## src/hdl/flrd_pkg.sv

```systemverilog
package flrd_pkg;

  localparam int GROUND_SAMPLES_DEF = 20;
  localparam int SAT_SLOTS_DEF      = 12;
  localparam int TICK_WRAP_DEF      = 65536;

  localparam int ValW      = 21;
  localparam int NumChan   = 8;
  localparam int ChW       = $clog2(NumChan);
  localparam int MaxOps    = 3;
  localparam int OutDepth  = 4;
  localparam int OutCntW   = $clog2(OutDepth + 1);
  localparam int InDataW   = 48;
  localparam int OutDataW  = 176;

  localparam logic [7:0] REC_FLIGHT = 8'h46;  // F
  localparam logic [7:0] REC_ACCEL  = 8'h41;  // A
  localparam logic [7:0] REC_TEMP   = 8'h54;  // T
  localparam logic [7:0] REC_DEPLOY = 8'h44;  // D
  localparam logic [7:0] REC_STATE  = 8'h53;  // S
  localparam logic [7:0] REC_GTIME  = 8'h47;  // G
  localparam logic [7:0] REC_LAT    = 8'h4e;  // N
  localparam logic [7:0] REC_LON    = 8'h57;  // W
  localparam logic [7:0] REC_ALT    = 8'h48;  // H
  localparam logic [7:0] REC_SAT    = 8'h56;  // V
  localparam logic [7:0] REC_DATE   = 8'h59;  // Y

  localparam logic [ChW-1:0] CH_ACCEL  = 3'd0;
  localparam logic [ChW-1:0] CH_PRES   = 3'd1;
  localparam logic [ChW-1:0] CH_TEMP   = 3'd2;
  localparam logic [ChW-1:0] CH_VOLT   = 3'd3;
  localparam logic [ChW-1:0] CH_DROGUE = 3'd4;
  localparam logic [ChW-1:0] CH_MAIN   = 3'd5;
  localparam logic [ChW-1:0] CH_STATE  = 3'd6;
  localparam logic [ChW-1:0] CH_GPS    = 3'd7;

  localparam logic [3:0] BIT_TIME = 4'b0001;
  localparam logic [3:0] BIT_LAT  = 4'b0010;
  localparam logic [3:0] BIT_LON  = 4'b0100;
  localparam logic [3:0] BIT_ALT  = 4'b1000;
  localparam logic [3:0] MASK_ALL = 4'b1111;

  localparam logic [ValW-1:0] YEAR_BASE = 21'd2000;

  typedef enum logic [2:0] {
    KIND_SAMPLE = 3'd0,
    KIND_FLIGHT = 3'd1,
    KIND_GROUND = 3'd2,
    KIND_FIX    = 3'd3,
    KIND_SAT    = 3'd4,
    KIND_DATE   = 3'd5,
    KIND_REJECT = 3'd6
  } kind_t;

  // one pending result, before the channel time is known
  typedef struct packed {
    kind_t             kind;
    logic [3:0]        chan;
    logic [ChW-1:0]    mch;
    logic              unwrap;
    logic [15:0]       tick;
    logic [ValW-1:0]   value;
    logic [31:0]       lat;
    logic [31:0]       lon;
    logic [15:0]       alt;
    logic [23:0]       aux;
    logic [7:0]        flags;
  } op_t;

  typedef op_t [MaxOps-1:0] op_list_t;

  typedef struct packed {
    logic valid;
    logic last;
    op_t  op;
  } issue_t;

  typedef struct packed {
    kind_t             kind;
    logic [3:0]        chan;
    logic [31:0]       time_res;
    logic [ValW-1:0]   value;
    logic signed [31:0] latitude;
    logic signed [31:0] longitude;
    logic signed [15:0] altitude;
    logic [23:0]       aux;
    logic [7:0]        gps_flags;
    logic              last;
  } result_t;

  typedef struct packed {
    logic [15:0] wrap;
    logic [31:0] off;
    logic [31:0] last;
  } chan_ent_t;

endpackage

```

## src/hdl/flrd_decode.sv

```systemverilog
module flrd_decode #(
  parameter int GROUND_SAMPLES = flrd_pkg::GROUND_SAMPLES_DEF,
  parameter int SAT_SLOTS      = flrd_pkg::SAT_SLOTS_DEF
) (
  input  logic                         clk,
  input  logic                         rst,
  input  logic                         accept,
  input  logic [7:0]                   record_type,
  input  logic [15:0]                  tick,
  input  logic [15:0]                  word_a,
  input  logic [15:0]                  word_b,
  output flrd_pkg::op_list_t           new_ops,
  output logic [1:0]                   new_n,
  output logic [flrd_pkg::ValW-1:0]    ground_avg
);
  import flrd_pkg::*;

  // exact reciprocal for sums below 2**ValW
  localparam int DivL = $clog2(GROUND_SAMPLES);
  localparam int DivS = ValW + DivL;
  localparam longint unsigned DivM =
    ((64'd1 << DivS) + 64'(GROUND_SAMPLES) - 64'd1) / 64'(GROUND_SAMPLES);
  localparam int ProdW = DivS + ValW + 1;

  logic [ValW-1:0]  ground_sum, ground_sum_next;
  logic [4:0]       ground_count, ground_count_next;
  logic [15:0]      fix_tick, fix_tick_next;
  logic [31:0]      fix_lat, fix_lat_next;
  logic [31:0]      fix_lon, fix_lon_next;
  logic [15:0]      fix_alt, fix_alt_next;
  logic [23:0]      fix_clock, fix_clock_next;
  logic [7:0]       fix_flag_byte, fix_flag_byte_next;
  logic [3:0]       fix_valid_mask, fix_valid_mask_next;
  logic [15:0]      sat_group_tick, sat_group_tick_next;
  logic [3:0]       sat_group_fill, sat_group_fill_next;
  logic             sat_group_open, sat_group_open_next;
  logic [3:0]       fill_cur;
  logic [ProdW-1:0] avg_prod;

  function automatic op_t sample_op(logic [ChW-1:0] ch, logic [15:0] tk, logic [15:0] val);
    op_t o;
    o        = '0;
    o.kind   = KIND_SAMPLE;
    o.chan   = 4'(ch);
    o.mch    = ch;
    o.unwrap = 1'b1;
    o.tick   = tk;
    o.value  = ValW'(val);
    return o;
  endfunction

  always_comb begin
    new_ops             = '0;
    new_n               = 2'd0;
    ground_sum_next     = ground_sum;
    ground_count_next   = ground_count;
    fix_tick_next       = fix_tick;
    fix_lat_next        = fix_lat;
    fix_lon_next        = fix_lon;
    fix_alt_next        = fix_alt;
    fix_clock_next      = fix_clock;
    fix_flag_byte_next  = fix_flag_byte;
    fix_valid_mask_next = fix_valid_mask;
    sat_group_tick_next = sat_group_tick;
    sat_group_fill_next = sat_group_fill;
    sat_group_open_next = sat_group_open;
    fill_cur = (sat_group_open && sat_group_tick == tick) ? sat_group_fill : 4'd0;

    unique case (record_type)
      REC_FLIGHT: begin
        ground_sum_next    = '0;
        ground_count_next  = '0;
        new_ops[0].kind    = KIND_FLIGHT;
        new_ops[0].value   = ValW'(word_a);
        new_ops[0].aux     = 24'(word_b);
        new_n              = 2'd1;
      end
      REC_ACCEL: begin
        new_ops[0] = sample_op(CH_ACCEL, tick, word_a);
        new_ops[1] = sample_op(CH_PRES, tick, word_b);
        new_n      = 2'd2;
        if (ground_count < 5'(GROUND_SAMPLES)) begin
          ground_sum_next   = ground_sum + ValW'(word_b);
          ground_count_next = ground_count + 5'd1;
          // average value is filled in at issue from the divider
          if (ground_count_next == 5'(GROUND_SAMPLES)) begin
            new_ops[2].kind = KIND_GROUND;
            new_n           = 2'd3;
          end
        end
      end
      REC_TEMP: begin
        new_ops[0] = sample_op(CH_TEMP, tick, word_a);
        new_ops[1] = sample_op(CH_VOLT, tick, word_b);
        new_n      = 2'd2;
      end
      REC_DEPLOY: begin
        new_ops[0] = sample_op(CH_DROGUE, tick, word_a);
        new_ops[1] = sample_op(CH_MAIN, tick, word_b);
        new_n      = 2'd2;
      end
      REC_STATE: begin
        new_ops[0] = sample_op(CH_STATE, tick, word_a);
        new_n      = 2'd1;
      end
      REC_GTIME: begin
        fix_tick_next       = tick;
        fix_clock_next      = {word_a[7:0], word_a[15:8], word_b[7:0]};
        fix_flag_byte_next  = word_b[15:8];
        fix_valid_mask_next = BIT_TIME;
      end
      REC_LAT: begin
        fix_lat_next        = {word_b, word_a};
        fix_valid_mask_next = fix_valid_mask | BIT_LAT;
      end
      REC_LON: begin
        fix_lon_next        = {word_b, word_a};
        fix_valid_mask_next = fix_valid_mask | BIT_LON;
      end
      REC_ALT: begin
        fix_alt_next        = word_a;
        fix_valid_mask_next = fix_valid_mask | BIT_ALT;
      end
      REC_SAT: begin
        sat_group_open_next = 1'b1;
        sat_group_tick_next = tick;
        sat_group_fill_next = fill_cur;
        if (fill_cur < 4'(SAT_SLOTS)) begin
          new_ops[0].kind  = KIND_SAT;
          new_ops[0].chan  = fill_cur;
          new_ops[0].tick  = tick;
          new_ops[0].value = ValW'(word_a);
          new_ops[0].aux   = 24'(word_b[15:8]);
          new_n            = 2'd1;
          sat_group_fill_next = fill_cur + 4'd1;
        end
      end
      REC_DATE: begin
        new_ops[0].kind  = KIND_DATE;
        new_ops[0].value = YEAR_BASE + ValW'(word_a[7:0]);
        new_ops[0].aux   = 24'({word_a[15:8], word_b[7:0]});
        new_n            = 2'd1;
      end
      default: begin
        new_ops[0].kind = KIND_REJECT;
        new_n           = 2'd1;
      end
    endcase

    // the mask only completes on a lat, lon or alt record, which has no other result
    if (fix_valid_mask_next == MASK_ALL) begin
      fix_valid_mask_next = '0;
      new_ops[0].kind     = KIND_FIX;
      new_ops[0].chan     = 4'd0;
      new_ops[0].mch      = CH_GPS;
      new_ops[0].unwrap   = 1'b1;
      new_ops[0].tick     = fix_tick_next;
      new_ops[0].lat      = fix_lat_next;
      new_ops[0].lon      = fix_lon_next;
      new_ops[0].alt      = fix_alt_next;
      new_ops[0].aux      = fix_clock_next;
      new_ops[0].flags    = fix_flag_byte_next;
      new_n               = 2'd1;
    end
  end

  always_ff @(posedge clk) begin
    if (rst) begin
      ground_sum     <= '0;
      ground_count   <= '0;
      fix_tick       <= '0;
      fix_lat        <= '0;
      fix_lon        <= '0;
      fix_alt        <= '0;
      fix_clock      <= '0;
      fix_flag_byte  <= '0;
      fix_valid_mask <= '0;
      sat_group_tick <= '0;
      sat_group_fill <= '0;
      sat_group_open <= 1'b0;
    end else if (accept) begin
      ground_sum     <= ground_sum_next;
      ground_count   <= ground_count_next;
      fix_tick       <= fix_tick_next;
      fix_lat        <= fix_lat_next;
      fix_lon        <= fix_lon_next;
      fix_alt        <= fix_alt_next;
      fix_clock      <= fix_clock_next;
      fix_flag_byte  <= fix_flag_byte_next;
      fix_valid_mask <= fix_valid_mask_next;
      sat_group_tick <= sat_group_tick_next;
      sat_group_fill <= sat_group_fill_next;
      sat_group_open <= sat_group_open_next;
    end
  end

  // sum is stable before the average result issues
  always_ff @(posedge clk) begin
    avg_prod <= ProdW'(ground_sum) * ProdW'(DivM);
  end

  assign ground_avg = avg_prod[DivS +: ValW];

endmodule

```

## src/hdl/flrd_chan.sv

```systemverilog
module flrd_chan #(
  parameter int TICK_WRAP = flrd_pkg::TICK_WRAP_DEF
) (
  input  logic              clk,
  input  logic              rst,
  input  flrd_pkg::issue_t  iss,
  output logic              res_valid,
  output flrd_pkg::result_t res,
  output logic              busy
);
  import flrd_pkg::*;

  localparam logic [31:0] TickWrap32 = 32'(TICK_WRAP);

  chan_ent_t         mem [NumChan];
  chan_ent_t         rd_ent;
  logic [NumChan-1:0] has_sample;
  logic              e_valid;
  logic              e_last;
  op_t               e_op;
  logic              fw_valid;
  logic [ChW-1:0]    fw_ch;
  chan_ent_t         fw_ent;
  chan_ent_t         cur;
  chan_ent_t         ent_next;
  logic [31:0]       t_base;
  logic [31:0]       t_wrap;
  logic [15:0]       wrap_inc;
  logic              back;
  logic              wr_en;

  always_comb begin
    // bypass the write that lands on the same edge as this entry's read
    cur = (fw_valid && fw_ch == e_op.mch) ? fw_ent : rd_ent;
    if (!has_sample[e_op.mch]) begin
      cur = '0;
    end
    t_base   = 32'(e_op.tick) + cur.off;
    t_wrap   = t_base + TickWrap32;
    wrap_inc = cur.wrap + 16'd1;
    back     = has_sample[e_op.mch] && (cur.last > t_base);
    ent_next = cur;
    if (back) begin
      ent_next.wrap = wrap_inc;
      ent_next.off  = (wrap_inc == 16'd0) ? 32'd0 : cur.off + TickWrap32;
      ent_next.last = t_wrap;
    end else begin
      ent_next.last = t_base;
    end
    wr_en = e_valid && e_op.unwrap;
  end

  always_ff @(posedge clk) begin
    if (iss.valid) begin
      rd_ent <= mem[iss.op.mch];
    end
    if (wr_en) begin
      mem[e_op.mch] <= ent_next;
    end
  end

  always_ff @(posedge clk) begin
    if (rst) begin
      e_valid    <= 1'b0;
      fw_valid   <= 1'b0;
      has_sample <= '0;
    end else begin
      e_valid <= iss.valid;
      if (wr_en) begin
        fw_valid               <= 1'b1;
        has_sample[e_op.mch]   <= 1'b1;
      end
    end
  end

  always_ff @(posedge clk) begin
    if (iss.valid) begin
      e_op   <= iss.op;
      e_last <= iss.last;
    end
    if (wr_en) begin
      fw_ch  <= e_op.mch;
      fw_ent <= ent_next;
    end
  end

  always_comb begin
    res.kind      = e_op.kind;
    res.chan      = e_op.chan;
    res.time_res  = e_op.unwrap ? ent_next.last : 32'(e_op.tick);
    res.value     = e_op.value;
    res.latitude  = e_op.lat;
    res.longitude = e_op.lon;
    res.altitude  = e_op.alt;
    res.aux       = e_op.aux;
    res.gps_flags = e_op.flags;
    res.last      = e_last;
  end

  assign res_valid = e_valid;
  assign busy      = e_valid;

endmodule

```

## src/hdl/flrd_out_fifo.sv

```systemverilog
module flrd_out_fifo (
  input  logic                          clk,
  input  logic                          rst,
  input  logic                          wr,
  input  flrd_pkg::result_t             wdata,
  input  logic                          rd,
  output logic                          not_empty,
  output flrd_pkg::result_t             rdata,
  output logic [flrd_pkg::OutCntW-1:0]  count
);
  import flrd_pkg::*;

  localparam int PtrW = $clog2(OutDepth);

  result_t         slots [OutDepth];
  logic [PtrW-1:0] wr_ptr;
  logic [PtrW-1:0] rd_ptr;
  logic            pop;

  assign not_empty = (count != '0);
  assign pop       = rd && not_empty;
  assign rdata     = slots[rd_ptr];

  always_ff @(posedge clk) begin
    if (wr) begin
      slots[wr_ptr] <= wdata;
    end
  end

  always_ff @(posedge clk) begin
    if (rst) begin
      wr_ptr <= '0;
      rd_ptr <= '0;
      count  <= '0;
    end else begin
      if (wr) begin
        wr_ptr <= (wr_ptr == PtrW'(OutDepth - 1)) ? '0 : wr_ptr + PtrW'(1);
      end
      if (pop) begin
        rd_ptr <= (rd_ptr == PtrW'(OutDepth - 1)) ? '0 : rd_ptr + PtrW'(1);
      end
      count <= count + OutCntW'(wr) - OutCntW'(pop);
    end
  end

endmodule

```

## src/hdl/flight_log_record_decoder.sv

```systemverilog
// Flight log record decoder. Each accepted record (tuser = type letter) yields zero to three
// result items, sent one per cycle unless the output stalls, with tlast on the final one and
// the result kind in tuser. An item holds the input until its last result issues (not when it
// gives no result); the issue sequencer starts one result per cycle while the queue has room,
// and a record that follows is taken at the same edge as its predecessor's last result issues.
// Per-channel time unwrapping is a read-modify-write of an 8-entry channel memory
// (registered read, bypass for back-to-back use of a channel); a result goes from issue through
// the e stage into a 4-entry output queue, which decouples downstream stalls. The ground
// pressure average is an exact reciprocal multiply, ready in the cycle after the sum changes.
module flight_log_record_decoder #(
  parameter int GROUND_SAMPLES = flrd_pkg::GROUND_SAMPLES_DEF,
  parameter int SAT_SLOTS      = flrd_pkg::SAT_SLOTS_DEF,
  parameter int TICK_WRAP      = flrd_pkg::TICK_WRAP_DEF
) (
  input  logic                           clk,
  input  logic                           rst,
  input  logic                           s_tvalid,
  output logic                           s_tready,
  input  logic [flrd_pkg::InDataW-1:0]   s_tdata,   // tick, word_a, word_b
  input  logic [7:0]                     s_tuser,   // record_type
  output logic                           m_tvalid,
  input  logic                           m_tready,
  output logic [flrd_pkg::OutDataW-1:0]  m_tdata,   // channel, time_res, value, latitude,
                                                    // longitude, altitude, aux, gps_flags
  output logic [2:0]                     m_tuser,   // kind
  output logic                           m_tlast
);
  import flrd_pkg::*;

  logic              accept;
  op_list_t          new_ops;
  logic [1:0]        new_n;
  logic [ValW-1:0]   ground_avg;
  logic              plan_valid;
  op_list_t          plan_ops;
  logic [1:0]        plan_n;
  logic [1:0]        plan_idx;
  logic              issue_ok;
  logic              issue_last;
  issue_t            iss;
  logic              res_valid;
  result_t           res;
  logic              e_busy;
  result_t           out_res;
  logic [OutCntW-1:0] fifo_count;

  flrd_decode #(
    .GROUND_SAMPLES (GROUND_SAMPLES),
    .SAT_SLOTS      (SAT_SLOTS)
  ) u_decode (
    .clk         (clk),
    .rst         (rst),
    .accept      (accept),
    .record_type (s_tuser),
    .tick        (s_tdata[15:0]),
    .word_a      (s_tdata[31:16]),
    .word_b      (s_tdata[47:32]),
    .new_ops     (new_ops),
    .new_n       (new_n),
    .ground_avg  (ground_avg)
  );

  // issue only when the queue has room for everything in flight
  assign issue_ok   = plan_valid &&
                      (({1'b0, fifo_count} + (OutCntW + 1)'(e_busy)) < (OutCntW + 1)'(OutDepth - 1)
                       || ({1'b0, fifo_count} + (OutCntW + 1)'(e_busy))
                          == (OutCntW + 1)'(OutDepth - 1));
  assign issue_last = (plan_idx == plan_n - 2'd1);
  assign s_tready   = !plan_valid || (issue_ok && issue_last);
  assign accept     = s_tvalid && s_tready;

  always_comb begin
    iss.valid = issue_ok;
    iss.last  = issue_last;
    iss.op    = plan_ops[plan_idx];
    if (iss.op.kind == KIND_GROUND) begin
      iss.op.value = ground_avg;
    end
  end

  always_ff @(posedge clk) begin
    if (rst) begin
      plan_valid <= 1'b0;
    end else if (accept && new_n != 2'd0) begin
      plan_valid <= 1'b1;
    end else if (issue_ok && issue_last) begin
      plan_valid <= 1'b0;
    end
  end

  always_ff @(posedge clk) begin
    if (accept && new_n != 2'd0) begin
      plan_ops <= new_ops;
      plan_n   <= new_n;
      plan_idx <= 2'd0;
    end else if (issue_ok) begin
      plan_idx <= plan_idx + 2'd1;
    end
  end

  flrd_chan #(
    .TICK_WRAP (TICK_WRAP)
  ) u_chan (
    .clk       (clk),
    .rst       (rst),
    .iss       (iss),
    .res_valid (res_valid),
    .res       (res),
    .busy      (e_busy)
  );

  flrd_out_fifo u_out_fifo (
    .clk       (clk),
    .rst       (rst),
    .wr        (res_valid),
    .wdata     (res),
    .rd        (m_tready),
    .not_empty (m_tvalid),
    .rdata     (out_res),
    .count     (fifo_count)
  );

  assign m_tdata = {7'd0, out_res.gps_flags, out_res.aux, out_res.altitude, out_res.longitude,
                    out_res.latitude, out_res.value, out_res.time_res, out_res.chan};
  assign m_tuser = out_res.kind;
  assign m_tlast = out_res.last;

  a_plan_loaded: assert property (@(posedge clk) disable iff (rst)
    accept && new_n != 2'd0 |=> plan_valid)
    else $error("plan not loaded after accepting an item with results");

  a_queue_room: assert property (@(posedge clk) disable iff (rst)
    ({1'b0, fifo_count} + (OutCntW + 1)'(e_busy)) <= (OutCntW + 1)'(OutDepth))
    else $error("results in flight exceed output queue room");

  a_hold_input: assert property (@(posedge clk) disable iff (rst)
    plan_valid && !issue_last |-> !s_tready)
    else $error("input taken while the current item still has results to issue");

endmodule

```

## config.mk

```make
export PLATFORM = sky130hd
export DESIGN_NAME = flight_log_record_decoder
export DESIGN_NICKNAME = d
export VERILOG_FILES = /design/src/hdl/flrd_pkg.sv /design/src/hdl/flrd_decode.sv /design/src/hdl/flrd_chan.sv /design/src/hdl/flrd_out_fifo.sv /design/src/hdl/flight_log_record_decoder.sv
export SDC_FILE = /design/constraint.sdc
export NUM_CORES = 2
export LEC_CHECK = 0
export BUFFER_PORTS_ARGS = -buffer_cell sky130_fd_sc_hd__clkbuf_2
export CORE_MARGIN = 2
export CORE_UTILIZATION = 30
export CTS_BUF_LIST = sky130_fd_sc_hd__clkbuf_4 sky130_fd_sc_hd__clkbuf_8
export DETAILED_ROUTE_END_ITERATION = 12
export GPL_TIMING_DRIVEN = 0
export SLEW_MARGIN = 20
export SYNTH_ARGS = -nofsm -noshare
export SYNTH_HDL_FRONTEND = slang
export SYNTH_SLANG_ARGS = --single-unit
```

## constraint.sdc

```tcl
create_clock -name clk -period 12.2 [get_ports clk]
set_input_delay 2.44 -clock clk [delete_from_list [all_inputs] [get_ports clk]]
set_output_delay 2.44 -clock clk [all_outputs]
set_load 0.02 [all_outputs]
```

==> implementation parameters <==
Parameter                              Value

Synthesis
  Most used standard cell by instance count after synthesis ... sky130_fd_sc_hd__edfxtp_1
  Prevailing post-synth register cell ... sky130_fd_sc_hd__edfxtp_1
  Gate count after technology mapping ... 6819
  Portion of synthesized cell area occupied by the leading cell type ... 60.80%
  Cells taking the most area after synthesis ... sky130_fd_sc_hd__edfxtp_1 (61%), sky130_fd_sc_hd__nand2_1 (5.9%), sky130_fd_sc_hd__dfxtp_1 (4.8%), sky130_fd_sc_hd__mux4_2 (4.3%), sky130_fd_sc_hd__ha_1 (3.9%)
  Share of synthesized registers carrying an async set or reset ... 0%
  Number of unique standard cell types used by synthesis ... 102
  Post-synthesis sequential area ratio ... 65.63%
  Flip-flop and latch count after synthesis ... 2047
  Mapped cell area ... 90340 um2
  Top post-synthesis cells by count ... sky130_fd_sc_hd__edfxtp_1 (1829), sky130_fd_sc_hd__nand2_1 (1429), sky130_fd_sc_hd__nand3_1 (448), sky130_fd_sc_hd__a21oi_1 (367), sky130_fd_sc_hd__inv_1 (320)
  Synthesized area per cell ... 13.25 um2
  Most area-hungry cell type in the Yosys netlist ... sky130_fd_sc_hd__edfxtp_1
  Number of enable flip-flop cells after synthesis ... 1829
  Ys Warns ... 0

Clocking
  Clock slew seen by the registers of the worst setup and hold paths ... 0.07 ns
  H-Tree Level Count ... 5
  Post-CTS Hold Fix Bufs ... 0
  Sink count of the clock tree ... 2047
  Worst skew pair latency ... 0.98 ns
  Maximum buffer depth of the clock tree ... 4
  Post-cts gate resize count ... 0
  TritonCTS clock tree ... done
  Number of buffers inserted by post-CTS setup repair ... 0
  Clock root cell ... sky130_fd_sc_hd__clkbuf_8
  Inserted Clock Buffers ... 310

Power and ir drop
  Power density relative to cell area ... 173.2 nW/um2
  Maximum resistive drop on vdd ... 0.1164 mV
  Leakage Power ... 0.03721 uW

Global route
  First-pass GRT wire length ... 383900 um
  Antenna violations before repair ... 31
  Total gr overflow ... 0
  Maximum number of pins on one net before global-route repair ... 84
  Overall routing resource usage ... 16.87%
  Vias in the first global route ... 57480

Layout
  Post-layout instance count excluding filler cells ... 11660
  Layout cells sized above 1 ... 14.80%
  Nets ... 7941
  Area growth from synthesis to layout ... 15.84%
  Share of the core filled with cells in the final layout ... 34.91%
  Post-route cell area ... 104600 um2

Routing
  Met2 WL ... 123700 um
  Aggregate routed wire length ... 265500 um
  Avg WL per Cell ... 22.76 um
  Vias after detailed routing ... 57900
  Met3 WL post-DR ... 20500 um
  Highest metal layer with signal wires ... met5
  Number of iterations in the first detailed-routing pass ... 5
  DRT met1 WL ... 108200 um
  Drc violations ... 0
  Number of nets with antenna violations after routing ... 0
  Via-to-Cell Ratio ... 4.964
  Drt initial violations ... 5631

Floorplanning
  Number of placement rows ... 201
  Core area ... 299800 um2
  Effective utilization at floorplan ... 30.13%
  Floorplan die width ... 552.8 um
  IO Count ... 242
  Vertical extent of the die ... 552.8 um
  Floorplan die area ... 305500 um2

Setup path
  Required @ worst endpoint ... 12.82 ns
  Depth of the worst register-to-register path ... 29
  Minimum setup slack among reg-to-reg paths ... 0.58 ns
  Crit path max fanout ... 11
  R2r endpoint ... u_chan.mem[3][66]
  Critical path class ... flop to flop
  Cell at the slowest stage of the critical path ... sky130_fd_sc_hd__clkbuf_1
  Worst reg2reg path startpoint ... u_chan.e_op[151]
  Largest stage delay on the critical path ... 0.70 ns
  Arrival time reported for the critical path endpoint ... 12.24 ns
  Worst setup SP type ... flop
  Capturing element type of the critical path ... flop

STA
  Clock tree skew after final layout ... 0.09601 ns
  Total count of hold-check failures in the final report ... 0
  Worst slew margin ... 18.38%
  Fin crit share ... 95.26%
  Maximum achievable frequency ... 0.08605 GHz
  Setup-failing EPs final ... 0
  Max-slew violations ... 0
  Slew at the pin closest to its max-slew limit ... 1.224 ns
  Setup TNS ... 0 ns
  RSZ-0062 raised after global routing ... no
  Worst setup margin ... 0.5788 ns
  Post-layout minimum cycle time ... 11.62 ns

Placement
  Dpl cells ... 11090
  Port Buf Inserts ... 213
  GP Congestion ... 0.9099
  Placed inst area ... 98300 um2
  Placement Setup Slack ... 0.8044 ns
  DP Wirelength ... 189600 um

Outcome
  Outcome ... completed

Hold path
  Worst min-delay path startpoint ... u_chan.res[36]
  Worst hold endpoint ... u_out_fifo.slots[1][36]
  Classification of the worst-slack hold path ... flop to flop
  Instance count along the most critical hold path ... 0

Run
  Number of max-cap violations ... 0
-- power by group --
group	total [uW]	internal (uW)	switching, uW
Combinational	3830	1140	2690
Clock	5770	3080	2690
Sequential	8530	8280	250
Total	18100	12500	5620
-- cell usage in the layout, fill, tap and decap left out, types with 26 or more instances in the layout --
cell type / Yosys / routed
sky130_fd_sc_hd__edfxtp_1: 1829 / 1829
sky130_fd_sc_hd__nand2_1: 1429 / 1429
sky130_fd_sc_hd__nand3_1: 448 / 448
sky130_fd_sc_hd__a21oi_1: 367 / 366
sky130_fd_sc_hd__clkbuf_8: 0 / 325
sky130_fd_sc_hd__inv_1: 320 / 319
sky130_fd_sc_hd__clkbuf_1: 301 / 293
sky130_fd_sc_hd__ha_1: 285 / 285
sky130_fd_sc_hd__clkbuf_2: 0 / 222
sky130_fd_sc_hd__dfxtp_1: 218 / 218
sky130_fd_sc_hd__nor2_1: 187 / 181
sky130_fd_sc_hd__and2_1: 180 / 175
sky130_fd_sc_hd__mux4_2: 171 / 171
sky130_fd_sc_hd__fa_1: 151 / 151
sky130_fd_sc_hd__o21ai_0: 148 / 144
sky130_fd_sc_hd__clkbuf_4: 0 / 97
sky130_fd_sc_hd__xnor2_1: 75 / 63
sky130_fd_sc_hd__mux2i_1: 62 / 62
sky130_fd_sc_hd__clkinv_1: 1 / 50
sky130_fd_sc_hd__nand4_1: 47 / 47
sky130_fd_sc_hd__clkinv_2: 0 / 42
sky130_fd_sc_hd__buf_1: 45 / 41
sky130_fd_sc_hd__xor2_1: 40 / 39
sky130_fd_sc_hd__buf_4: 15 / 38
sky130_fd_sc_hd__nor3_1: 39 / 35
sky130_fd_sc_hd__nor2b_1: 34 / 33
sky130_fd_sc_hd__a21o_1: 32 / 32
sky130_fd_sc_hd__buf_16: 0 / 32
sky130_fd_sc_hd__buf_12: 1 / 28
sky130_fd_sc_hd__and3_1: 26 / 26
sky130_fd_sc_hd__mux2_2: 26 / 26
-- stage by stage --
stage	hold slack, ns	power [uW]
CTS	0.4216	18240
global placement	0.4268	12470
floorplan	0.4206	10850
global route	0.4541	18820
detailed placement	0.4477	12500
finish	0.4355	18130
-- critical path, delay by kind of cell (launching register included) --
family	cells	cell delay, ns
buf+inv	9	4.24
fa+ha+maj	3	1.05
xor+xnor	2	1.32
mux	2	1.00
flops	1	0.36
compound gates	10	2.33
simple gates	3	0.93
-- routing by layer --
metal | up-vias | track usage, %
li1 | 25840 | -
met1 | 29070 | 21.60
met2 | 2409 | 27.12
met3 | 576 | 3.471
met4 | 12 | 8.380
met5 | - | 0
-- area by class of cell --
type / count / area [um2]
Antenna cell: 22 / 55.05
Buffer: 378 / 1572
Clock buffer: 422 / 5201
Clock inverter: 129 / 1031
Fill cell: 29000 / 195100
Inverter: 323 / 1220
Multi-Input combinational cell: 4081 / 28560
Sequential cell: 2047 / 59290
Tap cell: 3958 / 4952
Timing Repair Buffer: 304 / 2769
-- how the worst max path moves through the flow --
stage,cells past startpoint,end,startpoint
floorplan,4,u_chan.mem[1][0],u_chan.busy
global placement,4,u_chan.mem[1][14],u_chan.busy
detailed placement,29,u_chan.mem[4][70],u_chan.e_op[151]
CTS,29,u_chan.mem[3][66],u_chan.e_op[151]
global route,29,u_chan.mem[3][70],u_chan.e_op[151]
finish,29,u_chan.mem[3][66],u_chan.e_op[151]
-- sequential cells by signal, indices dropped and copies added, names as in the netlist, 21 cells and up, named ones only --
name                 cells
u_chan.fw_ent           80
u_decode.fix_lon        32
u_chan.mem             640
u_chan.rd_ent           80
u_decode.ground_sum     21
plan_ops               191
u_decode.fix_clock      24
u_chan.res             136
u_out_fifo.slots       676
u_decode.fix_lat        32
-- kinds of logic (layout without fill, tap and decap cells) --
family / after synthesis / after routing / share of synthesized area, %
compound gates: 755 / 755 / 5.098
buf+inv: 701 / 1556 / 3.065
xor+xnor: 118 / 118 / 1.169
mux: 267 / 267 / 5.415
flops: 2047 / 2047 / 65.63
simple gates: 2494 / 2494 / 12.33
fa+ha+maj: 436 / 436 / 7.294
other cells: 1 / 33 / 0.004151
No activity file was read; power rests on OpenSTA's default activity.
